[config.mk]
export PLATFORM = sky130hd
export DESIGN_NAME = amb_ram
export DESIGN_NICKNAME = d
export VERILOG_FILES = /design/src/rtl/amb_ram.sv
export SDC_FILE = /design/constraint.sdc
export NUM_CORES = 1
export LEC_CHECK = 0
export BUFFER_PORTS_ARGS = -buffer_cell sky130_fd_sc_hd__buf_4
export CAP_MARGIN = 20
export CORE_MARGIN = 5
export CORE_UTILIZATION = 33
export DETAILED_ROUTE_END_ITERATION = 10
export PLACE_DENSITY_LB_ADDON = 0.08
export REMOVE_ABC_BUFFERS = 1
export SYNTH_ARGS = -nofsm -noshare
export SYNTH_HDL_FRONTEND = slang
export SYNTH_SLANG_ARGS = --single-unit
export TNS_END_PERCENT = 100
[constraint.sdc]
create_clock -name clk -period 2.35 [get_ports clk]
set_input_delay 0.1175 -clock clk [delete_from_list [all_inputs] [get_ports clk]]
set_output_delay 0.1175 -clock clk [all_outputs]
set_load 0.05 [all_outputs]
[src/rtl/amb_ram.sv]
// Generic single write port, single read port RAM with registered read data.
// No dependencies.
`default_nettype none

module amb_ram #(
	parameter int WIDTH = 16,
	parameter int DEPTH = 8,
	localparam int AW = (DEPTH > 1) ? $clog2(DEPTH) : 1
) (
	input  logic             clk,
	input  logic             we,
	input  logic [AW-1:0]    waddr,
	input  logic [WIDTH-1:0] wdata,
	input  logic [AW-1:0]    raddr,
	output logic [WIDTH-1:0] rdata
);

	logic [WIDTH-1:0] mem [DEPTH];

	always_ff @(posedge clk) begin
		if (we) begin
			mem[waddr] <= wdata;
		end
		rdata <= mem[raddr];
	end

endmodule

`default_nettype wire

==> run summary <==
For the final clock skew, the log shows 0.00514 ns. No sink is reached through more buffers than the 2 on the longest clock path. The layout has 1,379 filler cells. After detailed placement, the total cell area comes to 0.00586 mm2. The run gives 0 as the antenna diode count. In this run, post-CTS hold repair placed 16 buffers. Most used standard cell by instance count after synthesis: edfxtp_1. The basic-gate share of the synthesized area counting and, or, nand and nor cells is 1.11%, and the area growth from synthesis to layout is 25.0%. The kind of end point of the critical path is a register.

The flow ran to the end, and the final reports show no timing, DRC or antenna violations. Derived from the worst setup path, the maximum achievable clock frequency is 0.790 GHz. The vias per cell is 4.54, and the leftover overflow at the end of global routing is 0. The largest total area in the synthesized netlist belongs to edfxtp_1. The initialized floorplan defines 46 standard-cell rows.

VDD sags by at most 0.000600 V. The time the final worst path needs with I/O delays and setup works out to 1.27 ns. At the pin with the least slew margin, the transition time is 0.592 ns.

Data on the critical path is required at its endpoint by 2.64 ns. In the final layout, flip-flops and latches occupy 0.00416 mm2. Async set-or-reset flop fraction in the synthesized netlist: 0%. For the final setup violation count, the log shows 0. Dividing the detail-routed wire length by the instance count gives 19.8 um.

The number of global-route vias before repair was 2,496. The number of violations reported at the end of detailed-routing iteration 0 was 175. With fillers left out, the area of the finished cells amounts to 0.00662 mm2. TritonCTS built the clock tree.

Summing all multi-input logic gate instances after layout gives 0.00107 mm2. The total length of routed wires was 10.2 mm. The tools report the instance count of the mapped netlist as 214. The share of the synthesized area in compound gates (AO/OA/AOI/OAI) was 0%; the smallest setup slack after layout was 1.08 ns. The tools report the effective utilization at floorplan as 33.4%.

The reported max-cap violation count was 0; the leakage dissipation was 2.30 nW. In the synthesized netlist, the cells that appear most often are 128 x edfxtp_1, 28 x mux4_1, 16 x dfxtp_1, 16 x mux2_2, 6 x nor2_1. Clock-pin slew was measured on the worst setup and hold paths at 0.06 ns. Detailed routing inserted a total of 2,343 vias. The tools report the total number of H-tree levels as 4.

The detailed-router iteration count before antenna repair is 4, and the largest driver fanout on the critical path is 1. In the final layout, the share of cells above drive strength 1 is 33.0%. The wire length of the first global-routing pass was 15.4 mm; the total number of clock tree sinks was 144. The average cell area after synthesis was 24.7 um2; the count of nets left with antenna violations after detail routing was 0. The max-slew violation total from the final report came out at 0.

The congestion estimate from routability-driven global placement came to 0.618. Adding up every negative setup slack in the final design gives 0 ns. The number of post-CTS setup repair buffers is 0.

The power density normalized to cell area was 909 mW/mm2; the layout net count was 311. 40 I/O pins were placed. The mux contribution to synthesized area works out to 19.0%. By startpoint and endpoint, the worst setup path is classified as register to register. Maximum number of pins on one net before global-route repair: 33.

The synthesized netlist occupies a cell area of 0.00529 mm2. Data on the critical path arrives at its endpoint at 1.56 ns. The number of gates resized after CTS was 0. In the synthesized netlist the dominant register cell turns out to be edfxtp_1. After floorplanning, the core was sized to cover 0.0158 mm2. At the placement stage, the worst setup path has a slack of 0.656 ns. STA classifies the critical path startpoint as a register. By area the synthesized netlist is led by edfxtp_1 73%, mux4_1 14%, dfxtp_1 6.1%.

Summing internal, switching and leakage power gives 6.02 mW. Of the available clock period, the critical path in the final layout requires 53.9%. For this run, the number of Yosys warnings is 0.

The tools report the count of endpoints failing hold in the final timing report as 0. The count of flip-flops with a built-in enable after synthesis is 128. In this run the tool buffered the top-level ports with 39 buffer cells. The number of clock buffers added by TritonCTS is 17. The flip-flop and latch count after synthesis came out at 144. For the worst-skew pair, the clock arrives at the later sink with an insertion delay of 0.41 ns. Summing the areas of all xor and xnor instances in the mapped netlist gives 0% of the synthesized area. The tools report the number of antenna violations at the first check in global routing as 0.

The tightest min-delay check is of the primary input to register type. In this run the tightest slew margin relative to its limit is 60.5%. The run gives 0 as the number of DRC violations after detailed routing. From bottom edge to top edge, the die measures 137 um. The die is 137 um wide. The overall fraction of global-route tracks in use was 12.0%.

By area, the combinational part of the netlist is dominated by multiplexers. The synthesized netlist devotes 0% of its cell area to adder and majority cells. Of the post-synthesis cell area, the dominant cell type holds 72.6%. The floorplan step defined a die boundary enclosing 0.0187 mm2. CTS placed an instance of clkbuf_16 at the clock tree root. After synthesis, flip-flops and latches occupy 78.7% of the total area.

Setup repair after global routing left no endpoint under its margin. Synthesis instantiated 12 different standard cells from the library.
kinds of logic after synthesis:
group,count (synthesis)
multiplexers,48
flip-flops,144
AND/OR/NAND/NOR,13
buffers and inverters,9
where the power goes:
part | switching [mW] | total, mW | internal [mW]
sequential | 0.0234 | 2.92 | 2.89
combinational | 0.240 | 0.414 | 0.174
clock | 0.979 | 2.69 | 1.71
total | 1.24 | 6.02 | 4.78
cell type report:
type,instances,area share [%]
timing repair buffer,63,7.75
sequential,144,62.9
clock buffer,20,6.90
tap,216,4.08
multi-input combinational,61,16.2
clock inverter,12,2.12
worst paths after layout:
path	start	endpoint	slack [ns]	cells after the start
worst max-delay path	mem[4][9]	rdata[9]	1.08	2
worst min-delay path	raddr[1]	rdata[5]	0.21	2
worst max register to register	mem[4][9]	rdata[9]	1.08	2
worst min register to register	mem[2][8]	rdata[8]	0.67	2
routing by layer:
metal  share of wire, %  up-vias  global-route usage [%]
met5                  0        -                       0
met4                2.0        0                    5.88
met3                3.9       15                    3.38
met2                 49       51                    18.7
met1                 45     1210                    15.6
li1                   -     1067                       -
cell usage in the layout, fill, tap and decap left out, drive strengths merged, types with 3 or more instances in the layout:
cell type    Yosys  routed
nand2b           3       3
nor2             6       6
dfxtp           16      16
dlygate4sd3      0      16
buf              8      47
mux4            32      32
clkinv           0       8
edfxtp         128     128
clkbuf           1      20
mux2            16      16
bufinv           0       3
stage by stage:
step                hold WS (ns)  instances  utilization, %
global route               0.205        516            41.8
finish                     0.209        516            41.8
CTS                        0.198        516            41.8
global placement           0.353        468            37.0
floorplan                  0.216        205               -
detailed placement         0.355        468            37.0
worst max-delay path: stages, from the launching register on:
cell      delay, ns
edfxtp_1       0.38
mux4_1         0.50
mux2_2         0.27
registers in the layout, indices dropped and copies added (netlist names):
signal / flops
rdata: 16
mem: 128
(Power assumes the default switching activity.)
