## src/rtl/amb_pkg.sv

```systemverilog
// Shared types, constants and register codes of the audio meter ballistics unit.
// No dependencies; the config registers, core and top refer to it by scoped names.
`default_nettype none

package amb_pkg;

	localparam int AMB_NUM_CHANNELS = 8;

	localparam logic signed [15:0] NEG_INF = 16'sh8000;

	localparam int CFG_IDX_W  = 3;
	localparam int CFG_DATA_W = 26;

	localparam logic [CFG_IDX_W-1:0] CFG_DECAY_RATE      = 3'd0;
	localparam logic [CFG_IDX_W-1:0] CFG_MAGNITUDE_GAIN  = 3'd1;
	localparam logic [CFG_IDX_W-1:0] CFG_PEAK_HOLD_TIME  = 3'd2;
	localparam logic [CFG_IDX_W-1:0] CFG_INPUT_HOLD_TIME = 3'd3;
	localparam logic [CFG_IDX_W-1:0] CFG_MINIMUM_LEVEL   = 3'd4;
	localparam logic [CFG_IDX_W-1:0] CFG_IDLE_TIMEOUT    = 3'd5;

	localparam logic [15:0]        DECAY_RATE_RST      = 16'd3157;
	localparam logic [15:0]        MAGNITUDE_GAIN_RST  = 16'd886;
	localparam logic [25:0]        PEAK_HOLD_TIME_RST  = 26'd20000000;
	localparam logic [25:0]        INPUT_HOLD_TIME_RST = 26'd1000000;
	localparam logic signed [15:0] MINIMUM_LEVEL_RST   = -16'sd15360;
	localparam logic [25:0]        IDLE_TIMEOUT_RST    = 26'd500000;

	localparam logic [17:0] DECAY_SAT = 18'h20000;
	localparam logic [44:0] T_SAT     = 45'h1000_0000_0000;

	typedef struct packed {
		logic [15:0]        decay_rate;
		logic [15:0]        magnitude_gain;
		logic [25:0]        peak_hold_time;
		logic [25:0]        input_hold_time;
		logic signed [15:0] minimum_level;
		logic [25:0]        idle_timeout;
	} amb_cfg_t;

	typedef struct packed {
		logic               op;
		logic [2:0]         channel;
		logic signed [15:0] magnitude;
		logic signed [15:0] peak;
		logic signed [15:0] input_peak;
		logic               last_channel;
		logic [31:0]        time_us;
	} amb_req_t;

	typedef struct packed {
		logic [2:0]         out_channel;
		logic signed [15:0] shown_magnitude;
		logic signed [15:0] shown_peak;
		logic signed [15:0] shown_peak_hold;
		logic signed [15:0] shown_input_hold;
		logic               idle;
		logic               last;
	} amb_rsp_t;

	typedef struct packed {
		logic signed [15:0] mag;
		logic signed [15:0] peak;
		logic signed [15:0] ipeak;
	} amb_cur_t;

	typedef struct packed {
		logic signed [15:0] mag;
		logic signed [15:0] peak;
		logic signed [15:0] phold;
		logic signed [15:0] ihold;
		logic [31:0]        pstamp;
		logic [31:0]        istamp;
	} amb_disp_t;

	localparam amb_cur_t CUR_RESET = '{mag: NEG_INF, peak: NEG_INF, ipeak: NEG_INF};

	localparam amb_disp_t DISP_RESET = '{
		mag: NEG_INF, peak: NEG_INF, phold: NEG_INF, ihold: NEG_INF,
		pstamp: 32'd0, istamp: 32'd0
	};

endpackage

`default_nettype wire

```

## src/rtl/amb_cfg_regs.sv

```systemverilog
// Configuration register file of the meter ballistics unit.
// Depends on amb_pkg for register codes, reset values and amb_cfg_t.
`default_nettype none

module amb_cfg_regs (
	input  logic                            clk,
	input  logic                            arst_n,
	input  logic                            cfg_we,
	input  logic [amb_pkg::CFG_IDX_W-1:0]   cfg_idx,
	input  logic [amb_pkg::CFG_DATA_W-1:0]  cfg_wdata,
	output amb_pkg::amb_cfg_t               cfg
);

	amb_pkg::amb_cfg_t cfg_q;

	always_ff @(posedge clk or negedge arst_n) begin
		if (!arst_n) begin
			cfg_q.decay_rate      <= amb_pkg::DECAY_RATE_RST;
			cfg_q.magnitude_gain  <= amb_pkg::MAGNITUDE_GAIN_RST;
			cfg_q.peak_hold_time  <= amb_pkg::PEAK_HOLD_TIME_RST;
			cfg_q.input_hold_time <= amb_pkg::INPUT_HOLD_TIME_RST;
			cfg_q.minimum_level   <= amb_pkg::MINIMUM_LEVEL_RST;
			cfg_q.idle_timeout    <= amb_pkg::IDLE_TIMEOUT_RST;
		end else if (cfg_we) begin
			unique case (cfg_idx)
				amb_pkg::CFG_DECAY_RATE:      cfg_q.decay_rate      <= cfg_wdata[15:0];
				amb_pkg::CFG_MAGNITUDE_GAIN:  cfg_q.magnitude_gain  <= cfg_wdata[15:0];
				amb_pkg::CFG_PEAK_HOLD_TIME:  cfg_q.peak_hold_time  <= cfg_wdata;
				amb_pkg::CFG_INPUT_HOLD_TIME: cfg_q.input_hold_time <= cfg_wdata;
				amb_pkg::CFG_MINIMUM_LEVEL:   cfg_q.minimum_level   <= $signed(cfg_wdata[15:0]);
				amb_pkg::CFG_IDLE_TIMEOUT:    cfg_q.idle_timeout    <= cfg_wdata;
				default: ;
			endcase
		end
	end

	assign cfg = cfg_q;

endmodule

`default_nettype wire

```

## config.mk

```make
export PLATFORM = sky130hd
export DESIGN_NAME = amb_cfg_regs
export DESIGN_NICKNAME = d
export VERILOG_FILES = /design/src/rtl/amb_pkg.sv /design/src/rtl/amb_cfg_regs.sv
export SDC_FILE = /design/constraint.sdc
export NUM_CORES = 1
export LEC_CHECK = 0
export BUFFER_PORTS_ARGS = -buffer_cell sky130_fd_sc_hd__buf_4
export CELL_PAD_IN_SITES_DETAIL_PLACEMENT = 2
export CELL_PAD_IN_SITES_GLOBAL_PLACEMENT = 2
export CORE_MARGIN = 4
export CORE_UTILIZATION = 37
export CTS_CLUSTER_SIZE = 16
export DETAILED_ROUTE_END_ITERATION = 7
export PLACE_DENSITY = 0.8
export SYNTH_ARGS = -nofsm -noshare
export SYNTH_HDL_FRONTEND = slang
export SYNTH_SLANG_ARGS = --single-unit
```

## constraint.sdc

```tcl
create_clock -name clk -period 1.4 [get_ports clk]
set_input_delay 0.07 -clock clk [delete_from_list [all_inputs] [get_ports clk]]
set_output_delay 0.07 -clock clk [all_outputs]
set_load 0.02 [all_outputs]
```

==> results.md <==
Outcome:
- The run finished with clean final reports.

Timing:
- After layout, the minimum clock period comes to 1.177 ns.
- The worst clock skew is 0 ns.
- The worst setup margin is 0.2228 ns.
- Of the available clock period, the critical path in the final layout requires 0.8408.
- Summed over all failing endpoints, the final setup total negative slack is 0 ns.
- The total count of hold-check failures in the final report was 0.
- The max-slew violation count is 0.
- Setup repair after global routing left no endpoint under its margin.
- Based on the critical path, the design can be clocked at up to between 800 and 900 MHz.
- The slew at the pin closest to its max-slew limit is around 0.46 ns.
- The worst slew margin relative to its limit is 0.6922.
- Setup violations remaining at the end of the flow were counted as 0.

GRT:
- The first global-routing pass estimated 23350 µm of wire.
- The number of global-route vias before repair is 3806.
- The pin count of the biggest net entering global routing is 49.
- The initial antenna violation count is 0.
- The global-route usage over all layers is 0.2148.
- After global routing the overflow that remains totals 0.

Setup path:
- The data required time at the worst endpoint is 1.33 ns.
- The cell type of the slowest stage on the worst timing path is sky130_fd_sc_hd__dfstp_2.
- The worst setup path is captured at an output pin.
- The worst setup path is launched from a register.
- The setup path with the least slack is of type reg2out.
- The signal on the critical path passes through buf_4.
- Together, buffers and inverters on the worst path number 1.
- The cell family with the largest share of critical-path delay is flip-flops.
- Along the worst path, the maximum fanout reaches 2.
- The maximum cell stage delay along the critical path is between 0.5 and 0.6 ns.
- Data arrives at the worst endpoint at ~1.1 ns.

Clocking:
- The clock transition time at the flip-flop clock pins of the worst setup and hold paths is 0.05 ns.
- The tree is rooted in a sky130_fd_sc_hd__clkbuf_16.
- The tree built by TritonCTS fans out to 126 sinks.
- In this run, post-CTS repair resized a total of 0 instances.
- The clock tree from TritonCTS is yes.
- The clock reaches the later pin of the worst-skew pair after 0.41 ns.
- The total clock buffers created by CTS is 17.
- Counting along the longest clock path gives a buffer depth of 2.
- The level count of the clock H-tree is 4.

Die:
- The floorplan step set the die height to 122.5 µm.
- For this configuration, the core starts out at a cell density of 0.3810.
- The floorplan step defined a die boundary enclosing 15000 µm².
- After floorplanning, the core was divided into 41 placement rows.
- In this run the count of I/O pins placed on the die edge is between 150 and 200.
- The total core area is 12720 µm².
- The x dimension of the die is ~120 µm.

Power and ir drop:
- The standby leakage power is between 3 and 4 nW.
- VDD sags by at most 0.7877 mV.
- For this design the ratio of total power to cell area is 1805 nW/µm².

Final layout:
- The area of the multi-input gates is 1521 µm².
- The fraction of final layout cells with drive strength greater than 1 is 0.7407.
- Summing all non-filler instances in the final layout gives an area of between 7000 and 8000 µm².
- The register with the most flip-flops in the layout has roughly 130 of them.
- At the end of the flow, the number of nets in the layout was 502.
- The count of fill cells added during filler insertion is 1212.
- The non-filler instance count after layout is 654.
- The number of antenna repair diodes is 0.
- The layout overhead on the synthesized area is 45.66%.
- Across the whole layout, storage elements account for 3201 µm².

Synth:
- The netlist uses 12 different library cells.
- The mapped netlist covers 4847 µm².
- The total nets after synthesis is ~300.
- Synthesis inferred 126 register bits.
- Each instance of the synthesized netlist takes up on average 17.89 µm².
- The total of warnings raised by yosys is 0.
- For this run, the register share of the synthesized area comes to 0.6603.
- The count of mapped cells out of synthesis is 271.

Route:
- The number of optimization iterations in the first detailed-route pass is 4.
- The total via count after detailed routing is 3124.
- The wire length per cell is 23.19 µm.
- The wire length reported by the detailed router is between 15000 and 20000 µm.
- For this run, design rule violations remaining after detail routing come to 0.
- The remaining antenna violation count after routing is 0.
- The iteration-0 DRC count of the detailed router is 124.
- Using the TritonRoute via totals, the vias-per-cell ratio works out to 4.777.

Place:
- The placed standard-cell area is 6271 µm².
- In this run, placement finished with an instance count of around 600.
- In this run the tool buffered the top-level ports with 157 buffer cells.
- Routability-driven placement finished with a final weighted congestion of slightly above 0.7.
- The half-perimeter wire length after detailed placement is 9617 µm.
- At the placement stage, the worst setup path has a slack of around 0.15 ns.

Hold path:
- The path class of the tightest hold or removal check is in2async.

Job:
- The count of maximum capacitance violations is 0.
[cell usage in the layout (no fill, tap or decap), types with 2 or more instances in the layout]
| cell | netlist | routed |
|---|---|---|
| sky130_fd_sc_hd__buf_4 | 0 | 159 |
| sky130_fd_sc_hd__mux2_2 | 122 | 122 |
| sky130_fd_sc_hd__dfrtp_1 | 88 | 88 |
| sky130_fd_sc_hd__dfstp_2 | 38 | 38 |
| sky130_fd_sc_hd__dlygate4sd3_1 | 0 | 27 |
| sky130_fd_sc_hd__clkbuf_16 | 0 | 17 |
| sky130_fd_sc_hd__clkbuf_1 | 0 | 9 |
| sky130_fd_sc_hd__buf_12 | 0 | 7 |
| sky130_fd_sc_hd__clkbuf_8 | 0 | 4 |
| sky130_fd_sc_hd__and4bb_2 | 2 | 3 |
| sky130_fd_sc_hd__mux2_4 | 3 | 3 |
| sky130_fd_sc_hd__nand4b_2 | 2 | 2 |
[cell type report]
class	instances	share of cell area
clock buffers	30	0.07283
well taps	172	0.03048
multi-input cells	132	0.2155
repair buffers	193	0.2272
flip-flops and latches	126	0.4533
clock inverters	1	0.0007088
[cell families (layout without fill, tap and decap cells)]
family,after synthesis,in the layout,synth area share
buffers and inverters,13,224,0.02581
muxes,126,126,0.2950
and+or+nand+nor,6,6,0.01884
DFF,126,126,0.6603
[report_power, final]
part	internal (W)	leakage [nW]	total, W	switching, W
clock network	0.00244	0.253	0.00392	0.00148
logic	0.00174	1.51	0.00368	0.00194
registers	0.00463	1.46	0.00514	0.000504
[per-stage QoR]
stage / utilization / hold slack [ns] / power (W)
5_1_grt: 0.5550 / 0.2026 / 0.01338
4_1_cts: 0.5550 / 0.1432 / 0.01288
3_5_place_dp: 0.4929 / 0.04317 / 0.008788
3_3_place_gp: 0.4929 / 0.03581 / 0.008595
2_1_floorplan: - / -0.2256 / 0.006878
6_report: 0.5550 / 0.1736 / 0.01274
[what timing repair did]
action | CTS | global route
hold buffers | 27 | 0
endpoints found under the setup margin | 0 | 0
hold endpoints to repair | 187 | 0
buffers inserted | 0 | 0
[synth_stat cells (all sizes together)]
| library cell | count | area, µm² |
|---|---|---|
| mux2 | 126 | 1430 |
| dfrtp | 88 | 2202 |
| dfstp | 38 | 998.5 |
| buf | 13 | 125.1 |
| and4bb | 3 | 37.53 |
| nand4b | 2 | 30.03 |
| nor4b | 1 | 23.77 |
[routing by layer]
metal	share of wire	wire length (µm)	up-vias	GRT usage
met5	0	0	-	0
met1	0.37	5661	1646	0.2278
met2	0.56	8568	89	0.4012
met3	0.045	675	15	0.06129
met4	0.017	260	0	0.08118
li1	-	-	1374	-
[final timing paths]
check                      slack, ns              endpoint  cells past startpoint                start
setup / recovery                0.22               cfg[16]                      1  cfg[16]$_DFFE_PN1P_
hold / removal                  0.17   cfg[42]$_DFFE_PN0P_                      2               arst_n
setup reg to reg                0.57   cfg[91]$_DFFE_PN0P_                      1  cfg[91]$_DFFE_PN0P_
hold reg to reg                 0.51    cfg[1]$_DFFE_PN0P_                      1   cfg[1]$_DFFE_PN0P_
max in group asynchronous       0.55   cfg[56]$_DFFE_PN1P_                      3               arst_n
min in group clk                0.24  cfg[112]$_DFFE_PN1P_                      4           cfg_idx[2]
(Power assumes the default switching activity.)
